## config.mk

```make
export PLATFORM = sky130hd
export DESIGN_NAME = bangla_cluster_segmenter_flat
export DESIGN_NICKNAME = d
export VERILOG_FILES = /design/src/rtl/bcs_pkg.sv /design/src/rtl/bcs_in_if.sv /design/src/rtl/bcs_out_if.sv /design/src/rtl/bcs_front.sv /design/src/rtl/bcs_back.sv /design/src/rtl/bangla_cluster_segmenter.sv /design/src/flat_wrapper.sv
export SDC_FILE = /design/constraint.sdc
export NUM_CORES = 1
export LEC_CHECK = 0
export ABC_AREA = 1
export BUFFER_PORTS_ARGS = -buffer_cell sky130_fd_sc_hd__buf_4
export CAP_MARGIN = 5
export CORE_MARGIN = 5
export CORE_UTILIZATION = 35
export CTS_CLUSTER_SIZE = 30
export DETAILED_ROUTE_END_ITERATION = 12
export PLACE_DENSITY = 0.54
export REMOVE_ABC_BUFFERS = 1
export SLEW_MARGIN = 30
export SYNTH_ARGS = -nofsm -noshare
export SYNTH_HDL_FRONTEND = slang
export SYNTH_SLANG_ARGS = --single-unit
```

## constraint.sdc

```tcl
create_clock -name clk -period 4.1 [get_ports clk]
set_clock_uncertainty 0.15 [all_clocks]
set_input_delay 1.23 -clock clk [delete_from_list [all_inputs] [get_ports clk]]
set_output_delay 1.23 -clock clk [all_outputs]
set_load 0.05 [all_outputs]
```

## src/rtl/bcs_pkg.sv

```systemverilog
package bcs_pkg;

  localparam int BCS_UNIT_W      = 16;
  localparam int BCS_MAX_CLUSTER = 8;
  localparam int BCS_QUEUE_DEPTH = 2;

  typedef logic [BCS_UNIT_W-1:0] bcs_unit_t;

  localparam bcs_unit_t BCS_BLOCK_LO    = 16'h0980;
  localparam bcs_unit_t BCS_BLOCK_HI    = 16'h09FF;
  localparam bcs_unit_t BCS_CANDRABINDU = 16'h0981;
  localparam bcs_unit_t BCS_VIRAMA      = 16'h09CD;
  localparam bcs_unit_t BCS_ZWNJ        = 16'h200C;
  localparam bcs_unit_t BCS_SIGN_LO     = 16'h09BE;
  localparam bcs_unit_t BCS_SIGN_HI     = 16'h09C3;
  localparam bcs_unit_t BCS_VOWEL_LO    = 16'h0985;
  localparam bcs_unit_t BCS_VOWEL_HI    = 16'h098C;
  localparam bcs_unit_t BCS_DIGIT_LO    = 16'h09E6;
  localparam bcs_unit_t BCS_DIGIT_HI    = 16'h09EF;

  typedef enum logic [2:0] {
    CLS_OTHER,
    CLS_SIGN,
    CLS_VOWEL,
    CLS_VIRAMA,
    CLS_ZWNJ,
    CLS_CONS
  } bcs_cls_t;

  typedef struct packed {
    bcs_unit_t unit;
    logic      eot;
    bcs_cls_t  cls;
  } bcs_cmd_t;

  function automatic bcs_cls_t bcs_classify(bcs_unit_t u);
    bcs_cls_t c;
    if (u == BCS_ZWNJ) begin
      c = CLS_ZWNJ;
    end else if (u < BCS_BLOCK_LO || u > BCS_BLOCK_HI) begin
      c = CLS_OTHER;
    end else if (u == BCS_VIRAMA) begin
      c = CLS_VIRAMA;
    end else if ((u >= BCS_SIGN_LO && u <= BCS_SIGN_HI) || u == 16'h09C7 ||
                 u == 16'h09C8 || u == 16'h09CB || u == 16'h09CC) begin
      c = CLS_SIGN;
    end else if ((u >= BCS_VOWEL_LO && u <= BCS_VOWEL_HI) || u == 16'h098F ||
                 u == 16'h0990 || u == 16'h0993 || u == 16'h0994 ||
                 (u >= BCS_DIGIT_LO && u <= BCS_DIGIT_HI) || u == 16'h09F7) begin
      c = CLS_VOWEL;
    end else begin
      c = CLS_CONS;
    end
    return c;
  endfunction

endpackage

```

## src/rtl/bcs_in_if.sv

```systemverilog
interface bcs_in_if import bcs_pkg::*; ();
  logic      valid;
  logic      ready;
  bcs_unit_t code_unit;
  logic      end_of_text;

  modport source (output valid, output code_unit, output end_of_text, input ready);
  modport sink   (input valid, input code_unit, input end_of_text, output ready);
endinterface

```

## src/rtl/bcs_out_if.sv

```systemverilog
interface bcs_out_if import bcs_pkg::*; ();
  logic      valid;
  logic      ready;
  bcs_unit_t out_unit;
  logic      end_of_cluster;
  logic      last_of_run;

  modport source (output valid, output out_unit, output end_of_cluster,
                  output last_of_run, input ready);
  modport sink   (input valid, input out_unit, input end_of_cluster,
                  input last_of_run, output ready);
endinterface

```

## src/rtl/bcs_front.sv

```systemverilog
// Classifies each request and queues it for the back end.
module bcs_front import bcs_pkg::*; (
  input  logic     clk,
  input  logic     rst_n,
  bcs_in_if.sink   in_ch,
  output logic     cmd_valid,
  output bcs_cmd_t cmd,
  input  logic     cmd_pop
);

  localparam int PTR_W = (BCS_QUEUE_DEPTH > 1) ? $clog2(BCS_QUEUE_DEPTH) : 1;
  localparam int CNT_W = $clog2(BCS_QUEUE_DEPTH + 1);

  bcs_cmd_t         q_r [BCS_QUEUE_DEPTH];
  logic [PTR_W-1:0] wr_ptr_r, wr_ptr_nxt;
  logic [PTR_W-1:0] rd_ptr_r, rd_ptr_nxt;
  logic [CNT_W-1:0] cnt_r, cnt_nxt;
  logic             push;
  bcs_cmd_t         new_cmd;

  assign in_ch.ready = (cnt_r != CNT_W'(BCS_QUEUE_DEPTH));
  assign push        = in_ch.valid && in_ch.ready;
  assign cmd_valid   = (cnt_r != '0);
  assign cmd         = q_r[rd_ptr_r];

  always_comb begin
    new_cmd.unit = in_ch.code_unit;
    new_cmd.eot  = in_ch.end_of_text;
    new_cmd.cls  = bcs_classify(in_ch.code_unit);
  end

  function automatic logic [PTR_W-1:0] ptr_inc(logic [PTR_W-1:0] p);
    logic [PTR_W-1:0] r;
    if (p == PTR_W'(BCS_QUEUE_DEPTH - 1)) begin
      r = '0;
    end else begin
      r = p + PTR_W'(1);
    end
    return r;
  endfunction

  always_comb begin
    wr_ptr_nxt = push ? ptr_inc(wr_ptr_r) : wr_ptr_r;
    rd_ptr_nxt = cmd_pop ? ptr_inc(rd_ptr_r) : rd_ptr_r;
    cnt_nxt    = cnt_r + CNT_W'(push) - CNT_W'(cmd_pop);
  end

  always_ff @(posedge clk) begin
    if (!rst_n) begin
      wr_ptr_r <= '0;
      rd_ptr_r <= '0;
      cnt_r    <= '0;
    end else begin
      wr_ptr_r <= wr_ptr_nxt;
      rd_ptr_r <= rd_ptr_nxt;
      cnt_r    <= cnt_nxt;
    end
  end

  always_ff @(posedge clk) begin
    if (push) begin
      q_r[wr_ptr_r] <= new_cmd;
    end
  end

endmodule

```

## src/rtl/bcs_back.sv

```systemverilog
// Cluster buffer and drain sequencer; one unit per cycle in drain unless stalled.
module bcs_back import bcs_pkg::*; #(
  parameter int MAX_CLUSTER = BCS_MAX_CLUSTER
) (
  input  logic     clk,
  input  logic     rst_n,
  input  logic     cmd_valid,
  input  bcs_cmd_t cmd,
  output logic     cmd_pop,
  bcs_out_if.source out_ch
);

  localparam int CNT_W = $clog2(MAX_CLUSTER + 1);
  localparam int IDX_W = $clog2(MAX_CLUSTER);

  typedef enum logic [3:0] {
    ST_DECIDE = 4'b0001,
    ST_PRIME  = 4'b0010,
    ST_DRAIN  = 4'b0100,
    ST_ALONE  = 4'b1000
  } bcs_state_t;

  bcs_state_t       state_r, state_nxt;
  logic             phase_post_r, phase_post_nxt;
  logic [CNT_W-1:0] count_r, count_nxt;
  logic             last_virama_r, last_virama_nxt;
  logic             join_r, join_nxt;
  logic [IDX_W-1:0] idx_r, idx_nxt;
  bcs_unit_t        unit_r, unit_nxt;
  logic             do_alone_r, do_alone_nxt;
  logic             do_append_r, do_append_nxt;
  logic             do_post_r, do_post_nxt;

  logic             out_valid_r, out_valid_nxt;
  bcs_unit_t        out_unit_r, out_unit_nxt;
  logic             out_eoc_r, out_eoc_nxt;
  logic             out_last_r, out_last_nxt;

  bcs_unit_t        clus_mem [MAX_CLUSTER];
  bcs_unit_t        rd_data_r;
  logic [IDX_W-1:0] rd_addr;
  logic             wr_en;
  logic [IDX_W-1:0] wr_addr;
  bcs_unit_t        wr_data;

  // plan for the request at the queue head
  logic             p_cons, p_append, p_alone, p_post, p_pre, full;

  // append and follow-up step, shared by the decide cycle and the pre-drain end
  logic             ap_go, ap_append, ap_alone, ap_post;
  logic [CNT_W-1:0] ap_base, ap_after;
  bcs_unit_t        ap_unit;

  logic             can_emit, is_end;

  assign can_emit = !out_valid_r || out_ch.ready;
  assign full     = (count_r == CNT_W'(MAX_CLUSTER));
  assign is_end   = ((CNT_W'(idx_r) + CNT_W'(1)) == count_r);

  always_comb begin
    p_cons   = (cmd.cls == CLS_CONS);
    p_append = (cmd.cls == CLS_SIGN) || (cmd.cls == CLS_ZWNJ) || p_cons ||
               ((cmd.cls == CLS_VIRAMA) && join_r && !cmd.eot);
    p_alone  = (cmd.cls == CLS_OTHER) || (cmd.cls == CLS_VOWEL) ||
               ((cmd.cls == CLS_VIRAMA) && !join_r);
    p_post   = (cmd.cls == CLS_SIGN) || (cmd.cls == CLS_ZWNJ) || cmd.eot;
    p_pre    = p_alone || (p_append && full) ||
               (p_cons && count_r != '0 && !last_virama_r && cmd.unit != BCS_CANDRABINDU);
  end

  always_comb begin
    state_nxt       = state_r;
    phase_post_nxt  = phase_post_r;
    count_nxt       = count_r;
    last_virama_nxt = last_virama_r;
    join_nxt        = join_r;
    idx_nxt         = idx_r;
    unit_nxt        = unit_r;
    do_alone_nxt    = do_alone_r;
    do_append_nxt   = do_append_r;
    do_post_nxt     = do_post_r;
    cmd_pop         = 1'b0;
    rd_addr         = idx_r;
    wr_en           = 1'b0;
    wr_addr         = '0;
    wr_data         = unit_r;
    ap_go           = 1'b0;
    ap_base         = '0;
    ap_append       = do_append_r;
    ap_alone        = do_alone_r;
    ap_post         = do_post_r;
    ap_unit         = unit_r;
    out_valid_nxt   = out_ch.ready ? 1'b0 : out_valid_r;
    out_unit_nxt    = out_unit_r;
    out_eoc_nxt     = out_eoc_r;
    out_last_nxt    = out_last_r;

    unique case (state_r)
      ST_DECIDE: begin
        if (cmd_valid) begin
          cmd_pop       = 1'b1;
          unit_nxt      = cmd.unit;
          do_alone_nxt  = p_alone;
          do_append_nxt = p_append;
          do_post_nxt   = p_post;
          join_nxt      = p_cons && !cmd.eot;
          if (p_pre && count_r != '0) begin
            state_nxt      = ST_PRIME;
            phase_post_nxt = 1'b0;
            idx_nxt        = '0;
          end else begin
            ap_go     = 1'b1;
            ap_base   = p_pre ? '0 : count_r;
            ap_append = p_append;
            ap_alone  = p_alone;
            ap_post   = p_post;
            ap_unit   = cmd.unit;
          end
        end
      end
      ST_PRIME: begin
        // read of entry 0 lands in rd_data_r
        state_nxt = ST_DRAIN;
      end
      ST_DRAIN: begin
        if (can_emit) begin
          out_valid_nxt = 1'b1;
          out_unit_nxt  = rd_data_r;
          out_eoc_nxt   = is_end;
          out_last_nxt  = is_end &&
                          (phase_post_r || (!do_alone_r && !(do_post_r && do_append_r)));
          if (!is_end) begin
            idx_nxt = idx_r + IDX_W'(1);
            rd_addr = idx_r + IDX_W'(1);
          end else if (phase_post_r) begin
            count_nxt = '0;
            state_nxt = ST_DECIDE;
          end else begin
            ap_go   = 1'b1;
            ap_base = '0;
          end
        end
      end
      ST_ALONE: begin
        if (can_emit) begin
          out_valid_nxt = 1'b1;
          out_unit_nxt  = unit_r;
          out_eoc_nxt   = 1'b1;
          out_last_nxt  = 1'b1;
          state_nxt     = ST_DECIDE;
        end
      end
      default: begin
        state_nxt = ST_DECIDE;
      end
    endcase

    ap_after = ap_append ? (ap_base + CNT_W'(1)) : ap_base;
    if (ap_go) begin
      count_nxt = ap_after;
      if (ap_append) begin
        wr_en           = 1'b1;
        wr_addr         = ap_base[IDX_W-1:0];
        wr_data         = ap_unit;
        last_virama_nxt = (ap_unit == BCS_VIRAMA);
      end
      if (ap_alone) begin
        state_nxt = ST_ALONE;
      end else if (ap_post && ap_after != '0) begin
        state_nxt      = ST_PRIME;
        phase_post_nxt = 1'b1;
        idx_nxt        = '0;
      end else begin
        state_nxt = ST_DECIDE;
      end
    end
  end

  always_ff @(posedge clk) begin
    if (!rst_n) begin
      state_r       <= ST_DECIDE;
      phase_post_r  <= 1'b0;
      count_r       <= '0;
      last_virama_r <= 1'b0;
      join_r        <= 1'b0;
      idx_r         <= '0;
      do_alone_r    <= 1'b0;
      do_append_r   <= 1'b0;
      do_post_r     <= 1'b0;
      out_valid_r   <= 1'b0;
    end else begin
      state_r       <= state_nxt;
      phase_post_r  <= phase_post_nxt;
      count_r       <= count_nxt;
      last_virama_r <= last_virama_nxt;
      join_r        <= join_nxt;
      idx_r         <= idx_nxt;
      do_alone_r    <= do_alone_nxt;
      do_append_r   <= do_append_nxt;
      do_post_r     <= do_post_nxt;
      out_valid_r   <= out_valid_nxt;
    end
  end

  always_ff @(posedge clk) begin
    unit_r     <= unit_nxt;
    out_unit_r <= out_unit_nxt;
    out_eoc_r  <= out_eoc_nxt;
    out_last_r <= out_last_nxt;
  end

  always_ff @(posedge clk) begin
    if (wr_en) begin
      clus_mem[wr_addr] <= wr_data;
    end
    rd_data_r <= clus_mem[rd_addr];
  end

  assign out_ch.valid          = out_valid_r;
  assign out_ch.out_unit       = out_unit_r;
  assign out_ch.end_of_cluster = out_eoc_r;
  assign out_ch.last_of_run    = out_last_r;

endmodule

```

## src/rtl/bangla_cluster_segmenter.sv

```systemverilog
// Bengali cluster segmenter: UTF-16 units in, cluster units out.
// A lone unit goes out from ST_ALONE; a cluster is read out of the buffer in ST_DRAIN.
// Back end: a request that emits nothing returns to ST_DECIDE; a cluster drain primes the
// single buffer read port in ST_PRIME; the next request is popped only in ST_DECIDE.
// Input side takes up to 2 requests ahead of the back end (command queue).
// Reset: synchronous, active low; clears queue, counters and flags, buffer contents undefined.
module bangla_cluster_segmenter import bcs_pkg::*; #(
  parameter int MAX_CLUSTER = BCS_MAX_CLUSTER
) (
  input  logic      clk,
  input  logic      rst_n,
  bcs_in_if.sink    in_ch,
  bcs_out_if.source out_ch
);

  // front -> back command path
  logic     cmd_valid;
  bcs_cmd_t cmd;
  logic     cmd_pop;

  // Front end: class lookup per request, 2-deep queue.
  bcs_front u_front (
    .clk       (clk),
    .rst_n     (rst_n),
    .in_ch     (in_ch),
    .cmd_valid (cmd_valid),
    .cmd       (cmd),
    .cmd_pop   (cmd_pop)
  );

  // Back end: cluster buffer, flush/append plan, drain to the output register.
  bcs_back #(
    .MAX_CLUSTER (MAX_CLUSTER)
  ) u_back (
    .clk       (clk),
    .rst_n     (rst_n),
    .cmd_valid (cmd_valid),
    .cmd       (cmd),
    .cmd_pop   (cmd_pop),
    .out_ch    (out_ch)
  );

  // back end never pops an empty queue
  a_pop_nonempty: assert property (@(posedge clk) disable iff (!rst_n)
    cmd_pop |-> cmd_valid)
    else $error("command popped from empty queue");

  // the final result of a request always closes a cluster
  a_last_closes: assert property (@(posedge clk) disable iff (!rst_n)
    (out_ch.valid && out_ch.last_of_run) |-> out_ch.end_of_cluster)
    else $error("last_of_run without end_of_cluster");

  // input stalls only when the queue holds work
  a_stall_has_work: assert property (@(posedge clk) disable iff (!rst_n)
    !in_ch.ready |-> cmd_valid)
    else $error("input stalled with empty queue");

endmodule

```

## src/flat_wrapper.sv

```systemverilog
// flat-port wrapper written by rule: the top's interface ports become plain ports
module bangla_cluster_segmenter_flat import bcs_pkg::*;
#(
  parameter int MAX_CLUSTER = BCS_MAX_CLUSTER
)
  (clk, rst_n, in_ch_valid, in_ch_code_unit, in_ch_end_of_text, in_ch_ready, out_ch_valid, out_ch_out_unit, out_ch_end_of_cluster, out_ch_last_of_run, out_ch_ready);
  bcs_in_if in_ch_i ();
  bcs_out_if out_ch_i ();
  input  logic clk;
  input  logic rst_n;
  input wire logic [$bits(in_ch_i.valid)-1:0] in_ch_valid;
  input wire logic [$bits(in_ch_i.code_unit)-1:0] in_ch_code_unit;
  input wire logic [$bits(in_ch_i.end_of_text)-1:0] in_ch_end_of_text;
  output wire logic [$bits(in_ch_i.ready)-1:0] in_ch_ready;
  output wire logic [$bits(out_ch_i.valid)-1:0] out_ch_valid;
  output wire logic [$bits(out_ch_i.out_unit)-1:0] out_ch_out_unit;
  output wire logic [$bits(out_ch_i.end_of_cluster)-1:0] out_ch_end_of_cluster;
  output wire logic [$bits(out_ch_i.last_of_run)-1:0] out_ch_last_of_run;
  input wire logic [$bits(out_ch_i.ready)-1:0] out_ch_ready;
  assign in_ch_i.valid = in_ch_valid;
  assign in_ch_i.code_unit = in_ch_code_unit;
  assign in_ch_i.end_of_text = in_ch_end_of_text;
  assign in_ch_ready = in_ch_i.ready;
  assign out_ch_valid = out_ch_i.valid;
  assign out_ch_out_unit = out_ch_i.out_unit;
  assign out_ch_end_of_cluster = out_ch_i.end_of_cluster;
  assign out_ch_last_of_run = out_ch_i.last_of_run;
  assign out_ch_i.ready = out_ch_ready;
  bangla_cluster_segmenter #(.MAX_CLUSTER(MAX_CLUSTER)) u_core (.clk(clk), .rst_n(rst_n), .in_ch(in_ch_i), .out_ch(out_ch_i));
endmodule
```

==> impl_metrics.csv, run 1 <==
group,metric,value,unit
worst_setup_path,cp.arrival,3.49,ns
clocking,cts_tree,"built",
route,drc,0,
power_and_ir_drop,peakVddDrop,327.2,uV
clocking,cts-htree-levels,1,
global_route,grt_pass1_vias,7138,
route,vias_per_cell,4.806,
worst_setup_path,crit_required,4.15,ns
floorplanning,die_area,33520,sq um
floorplanning,coreArea,29640,sq um
placed_design,dpl_worst_slack,0.3861,ns
route,drtAntennaViolNets,0,
placed_design,place.gp.congestion,0.9188,
power_and_ir_drop,switchingPower,2.621,mW
logic_synthesis,ys_ff_latch,241,
flow_run,max_cap_viol_count,0,
route,drt_first_pass_iters,7,
worst_setup_path,worstSetupStartpointType,"register",
global_route,grt_usage,14.37,%
clocking,clk_pin_slew_worst_paths,0.05,ns
hold_path,hp-class,"reg2reg",
power_and_ir_drop,p_leak,4.645,nW
clocking,cts_buffer_depth,3,
logic_synthesis,synth_area_leaders,"edfxtp_1 58%, dfxtp_1 7.4%, nand2_1 7.3%",
power_and_ir_drop,pwr-share-comb,27.8,%
logic_synthesis,yosysTopAreaCell,"edfxtp_1",
route,drt-initial-drc-count,521,
power_and_ir_drop,p_total,7.894,mW
global_route,antenna_found_initial,1,
sta,finalHoldViolCount,0,
logic_synthesis,yosysSeqAreaShare,65.29,%
sta,min_period,3.432,ns
floorplanning,start_util,35.38,%
power_and_ir_drop,power.density,646.6,nW/um^2
sta,slew-limit-headroom,37.40,%
cells_and_area,num_antenna_cells,0,
power_and_ir_drop,cell_internal_pwr,5.274,mW
cells_and_area,drive_gt1_share,14.14,%
logic_synthesis,synth_top_area_share,57.85,%
placed_design,dp_hpwl,15970,um
clocking,cts-root-buf,"clkbuf_16",
logic_synthesis,synth.avg_cell_area,10.33,sq um
floorplanning,num_rows,63,
run_status,status,"complete, no violations",
hold_path,min_from,"u_core.u_front.rd_ptr_r$_SDFFE_PN0P_",
clocking,clk-insertion-delay-late,0.53,ns
cells_and_area,syn_to_final_growth,16.43,%
cells_and_area,post-route-util,41.19,%
sta,slew_viol_final,0,
sta,fin_crit_sh,83.70,%
logic_synthesis,netlist_instances,1015,
logic_synthesis,yosys_warnings,0,
global_route,grt_max_degree,65,
worst_setup_path,cp-end-kind,"register",
power_and_ir_drop,pwr-share-clk,28.3,%
global_route,grt-ovfl-total,0,
floorplanning,die_y,183.1,um
route,totalWireLength,23900,um
route,avgRoutedWirePerCell,16.01,um
logic_synthesis,synth.distinct_cells,45,
sta,setup_viol,0,
clocking,cts.sinks,241,
sta,rsz0062_at_grt,"false",
sta,layout_setup_ws,0.6681,ns
worst_setup_path,critical_path_class,"reg2reg",
floorplanning,pin_count,41,
placed_design,numPortBuffers,40,
sta,worstMarginPinSlew,0.9292,ns
cells_and_area,nets,1109,
worst_setup_path,path_max_fanout,27,
clocking,cts_inserted_buffers,26,
floorplanning,die_x,183.1,um
global_route,grt_pass1_wl,38560,um
logic_synthesis,netlist_area,10490,sq um
sta,timing.fmax,291.4,MHz
power_and_ir_drop,pwr-share-seq,43.9,%
power_and_ir_drop,swShare,33.20,%
route,num_vias,7175,
[flip-flops by register name, indices dropped and copies added, names as in the netlist, 2 cells and up, named ones only]
register,cells
u_core.u_back.out_ch.out_unit,16
u_core.u_front.cnt_r,2
u_core.u_back.count_r,4
u_core.u_back.unit_r,16
u_core.u_back.rd_data_r,16
u_core.u_back.state_r,4
u_core.u_back.idx_r,3
u_core.u_front.q_r,40
u_core.u_back.clus_mem,128
[layer usage]
layer	track usage (%)	wire length, um	vias up
met3	2.420	1187	42
met2	23.32	11020	163
met5	0	13	-
met1	19.79	11030	3357
met4	4.619	640	2
li1	-	-	3611
[cells by family after synthesis]
logic type                 synth area share, %
and+or+nand+nor                          17.80
DFF                                      65.29
AOI/OAI and AO/OA                        10.55
buffers and inverters                    5.345
xor gates and xnor gates                0.4177
adders and majority gates               0.5966
[power by group through the flow]
stage                     combinational (mW)  sequential (mW)  clock, mW
after floorplan                         1.36             3.52          0
after global placement                  2.19             3.51          0
after detailed placement                2.21             3.51          0
after CTS                               2.21             3.46       2.29
after global routing                    2.49             3.49       2.39
final                                   2.20             3.46       2.23
[worst max-delay path: stages, from the launching register on]
cell,delay [ns]
dfxtp_2,0.60
buf_4,0.21
nand2_1,0.05
o21ai_1,0.12
nor2_1,0.06
nand2_1,0.06
nor2_1,0.04
nand2_1,0.10
nand2_4,0.09
nand2_4,0.13
nand2_8,0.08
nand2_8,0.15
nand2_4,0.09
nand2_4,0.07
clkinv_1,0.16
buf_4,0.21
o21ai_0,0.73
[cells in the final DEF, fill, tap and decap left out, types with 6 or more instances in the layout]
master     Yosys  layout
o21ai_0      129     127
edfxtp_1     202     202
inv_1         80      80
nand3_1       39      39
nand2_1      205     204
clkinv_1       1       9
clkbuf_16      0      26
nor2_1       148     146
o21ai_1       14      16
clkbuf_1      25       6
o22ai_1       16      16
a21oi_1       25      25
buf_4          0      75
dfxtp_1       39      38
nand2_2       13      14
[area by class of cell]
class	instances	area, sq um
timing repair buffer	78	623.1
fill	2927	17430
multi-input combinational	649	3097
inverter	87	334.1
sequential	241	6848
clock buffer	33	686.9
tap	390	488.0
clock inverter	15	132.6
[final timing paths]
| check | end | slack (ns) | depth (start not counted) |
|---|---|---|---|
| max | u_core.u_back.clus_mem[6][14]$_DFFE_PP_ | 0.67 | 16 |
| min | register | 0.29 | 1 |
| max reg2reg | u_core.u_back.clus_mem[6][14]$_DFFE_PP_ | 0.67 | 16 |
| min reg2reg | register | 0.29 | 1 |
[timing repair]
item | in CTS | in global routing
resized for setup | 0 | 1
setup endpoints to repair | 0 | 25
hold buffers | 0 | 0
buffers inserted | 0 | 0
[synth_stat cells, drive strengths merged]
master and number:
nor2 149, ha 5, xnor2 2, nand3 42, a21oi 26, o22ai 16
clkinv 1, o21bai 2, nand4 5, dfxtp 39, a31oi 2, nor3 8
nor4 2, inv 86, edfxtp 202, nand2 225, o41ai 1, nand3b 2
a221oi 1, o311ai 1, o211ai 6, o21ai 145, nor4b 1, a21boi 2
or2 2, o31ai 1, xor2 3, clkbuf 25, buf 13
[stage by stage]
step	std cells	hold slack (ns)	area (sq um)	TNS, ns
floorplan	977	0.2755	10260	-1.410
global placement	1445	0.2862	11390	0
detailed placement	1445	0.2907	11390	0
CTS	1493	0.2981	12210	0
global route	1493	0.3153	12210	0
finish	1493	0.2946	12210	0
Power figures use the tool's default switching activity.
==> inputs of run 2 (changes only) <==
PLACE_DENSITY = 0.52   (was 0.54)
clock period = 3.4 ns   (was 4.1 ns; I/O delays follow)
==> run 2 against run 1 <==
Effect of this change: fmax grew 9.9%; clock power grew 28%; critical endpoint is now u_core.u_back.clus_mem[4][10]$_DFFE_PP_; cell area grew 0.84%; global-route usage shrank 0.098 points; non-clock buffer count grew 1; clock-buffer cell count grew 6; register-to-register slack lost 0.39 ns; core utilization grew 0.35 points; via count shrank 0.86%; sequential share of layout area shrank 0.47 points; sequential power grew 20%; critical path depth shrank 2.
==> impl_metrics.csv, run 2 (synthesis results as in run 1) <==
group,metric,value,unit
run_status,status,"complete, no violations",
floorplanning,die_area,33520,sq um
cells_and_area,final_cell_area,12310,sq um
floorplanning,start_util,35.38,%
cells_and_area,final_common_cell,"nand2_1",
cells_and_area,syn_to_final_growth,17.41,%
worst_setup_path,path_max_fanout,18,
power_and_ir_drop,pwr-share-seq,42.8,%
power_and_ir_drop,p_leak,4.680,nW
sta,layout_setup_ws,0.2768,ns
sta,min_period,3.123,ns
sta,slew_viol_final,0,
cells_and_area,num_antenna_cells,0,
route,num_vias,7113,
clocking,cts_tree,"built",
sta,fin_crit_sh,91.86,%
worst_setup_path,cp_slowest_cell,"o21ai_0",
worst_setup_path,r2r_slack,0.28,ns
hold_path,hold_depth,1,
floorplanning,pin_count,41,
cells_and_area,drive_gt1_share,14.58,%
clocking,cts.sinks,241,
sta,rsz0062_at_grt,"false",
power_and_ir_drop,pwr-share-comb,27.9,%
worst_setup_path,crit_chain,"buf_6 > nand2_1 > o21ai_2 > nand3_2 > nor3_2 > nand2_4 > nand2_4 > nand2_8 > nand2_8 > nand2_4 > nand2_4 > clkinv_1 > buf_12 > o21ai_0",
cells_and_area,stdcell_count,1494,
power_and_ir_drop,power.density,789.3,nW/um^2
hold_path,hp-class,"reg2reg",
route,drtAntennaViolNets,0,
placed_design,dp_hpwl,15840,um
power_and_ir_drop,p_total,9.718,mW
power_and_ir_drop,pwr-share-clk,29.3,%
cells_and_area,top_regs,"u_core.u_back.clus_mem: 128 flops, u_core.u_front.q_r: 40 flops",
clocking,cts-htree-levels,1,
clocking,cts_buffer_depth,3,
global_route,grt_usage,14.27,%
placed_design,place.gp.congestion,0.8982,
route,drt-initial-drc-count,467,
route,avgRoutedWirePerCell,16.11,um
power_and_ir_drop,peakVddDrop,423.3,uV
worst_setup_path,slowest_delay,0.77,ns
clocking,clk_pin_slew_worst_paths,0.06,ns
worst_setup_path,crit_required,3.43,ns
floorplanning,die_x,183.1,um
worst_setup_path,critPathMostFrequentCell,"nand2_4",
worst_setup_path,cp.arrival,3.15,ns
placed_design,numPortBuffers,40,
sta,slew-limit-headroom,32.54,%
sta,setup_viol,0,
power_and_ir_drop,swShare,32.81,%
clocking,cts_setup_buffers,0,
cells_and_area,num-fill-cells,2906,
placed_design,placed_area,11430,sq um
clocking,cts_inserted_buffers,26,
sta,finalHoldViolCount,0,
cells_and_area,nets,1110,
flow_run,max_cap_viol_count,0,
floorplanning,die_y,183.1,um
sta,timing.fmax,320.2,MHz
route,vias_per_cell,4.761,
global_route,grt_pass1_wl,38570,um
worst_setup_path,worstSetupStartpointType,"register",
global_route,grt_pass1_vias,7030,
worst_setup_path,reg2regPathDepth,14,
cells_and_area,most-common-layout-cells,"204 x nand2_1, 202 x edfxtp_1, 146 x nor2_1, 120 x o21ai_0, 79 x inv_1",
power_and_ir_drop,switchingPower,3.189,mW
route,drt_first_pass_iters,5,
route,drc,0,
worst_setup_path,critical_path_class,"reg2reg",
cells_and_area,regMostFlops,"u_core.u_back.clus_mem",
global_route,antenna_found_initial,0,
global_route,grt_max_degree,65,
worst_setup_path,reg2reg_to,"u_core.u_back.clus_mem[4][10]$_DFFE_PP_",
clocking,clk-insertion-delay-late,0.52,ns
cells_and_area,post-route-util,41.54,%
route,totalWireLength,24070,um
global_route,grt-ovfl-total,0,
power_and_ir_drop,cell_internal_pwr,6.529,mW
worst_setup_path,cp-end-kind,"register",
sta,worstMarginPinSlew,1.001,ns
cells_and_area,largest_reg_flops,128,
clocking,cts-root-buf,"clkbuf_16",
floorplanning,coreArea,29640,sq um
placed_design,dpl_worst_slack,0.02824,ns
floorplanning,num_rows,63,
hold_path,min_from,"u_core.u_front.rd_ptr_r$_SDFFE_PN0P_",
placed_design,place_inst,1446,
run 2: cell types whose count changed in the layout (fill, tap and decap cells not counted), moves of 2 or more:
cell / before / now
clkinv_1: 9 / 3
o21ai_1: 16 / 23
o21ai_0: 127 / 120
buf_6: 0 / 2
clkbuf_1: 6 / 10
buf_12: 3 / 6
buf_4: 75 / 71
run 2: power by group through the flow:
stage,logic [mW],registers (mW),clock network (mW)
floorplan,1.64,4.24,0
global placement,2.70,4.23,0
detailed placement,2.71,4.23,0
CTS,2.71,4.17,2.93
global route,3.06,4.19,3.05
finish,2.71,4.16,2.85
run 2: cell type report:
cell class	count	area, sq um	area share, %
Inverter	87	334.1	2.713
Sequential cell	241	6848	55.62
Tap cell	390	488.0	3.963
Clock buffer	39	740.7	6.016
Multi-Input combinational cell	649	3099	25.17
Timing Repair Buffer	79	675.6	5.488
Clock inverter	9	126.4	1.026
run 2: worst max-delay path by stage:
| stage | end | depth (start not counted) | from |
|---|---|---|---|
| after floorplan | u_core.u_back.clus_mem[1][0]$_DFFE_PP_ | 13 | register |
| after global placement | u_core.u_back.clus_mem[4][12]$_DFFE_PP_ | 16 | register |
| after detailed placement | u_core.u_back.clus_mem[1][13]$_DFFE_PP_ | 16 | register |
| after CTS | u_core.u_back.clus_mem[1][14]$_DFFE_PP_ | 18 | register |
| after global routing | u_core.u_back.clus_mem[1][3]$_DFFE_PP_ | 17 | register |
| final | u_core.u_back.clus_mem[4][10]$_DFFE_PP_ | 14 | register |
run 2: per-layer routing:
layer	track usage (%)	up-vias	share of wire, %
met1	19.65	3330	47
li1	-	3610	-
met5	0	-	0
met2	23.99	141	47
met4	3.129	0	1.6
met3	2.261	32	4.0
run 2: through the flow:
stage | setup TNS, ns | hold WS, ns
after global placement | 0 | 0.2848
after detailed placement | 0 | 0.2996
after floorplan | -67.18 | 0.2755
after CTS | 0 | 0.3079
final | 0 | 0.3004
after global routing | 0 | 0.3211
run 2: worst max-delay path, delay by kind of cell, from the launching register on:
family | cells | cell delay [ns]
and+or+nand+nor | 9 | 0.88
AOI/OAI and AO/OA | 2 | 0.86
buffers and inverters | 3 | 0.45
DFF | 1 | 0.45
run 2: timing repair:
action / 4_1_cts / 5_1_grt
hold buffers: 0 / 0
hold endpoints to repair: 0 / 0
setup endpoints to repair: 0 / 201
resized for setup: 0 / 6
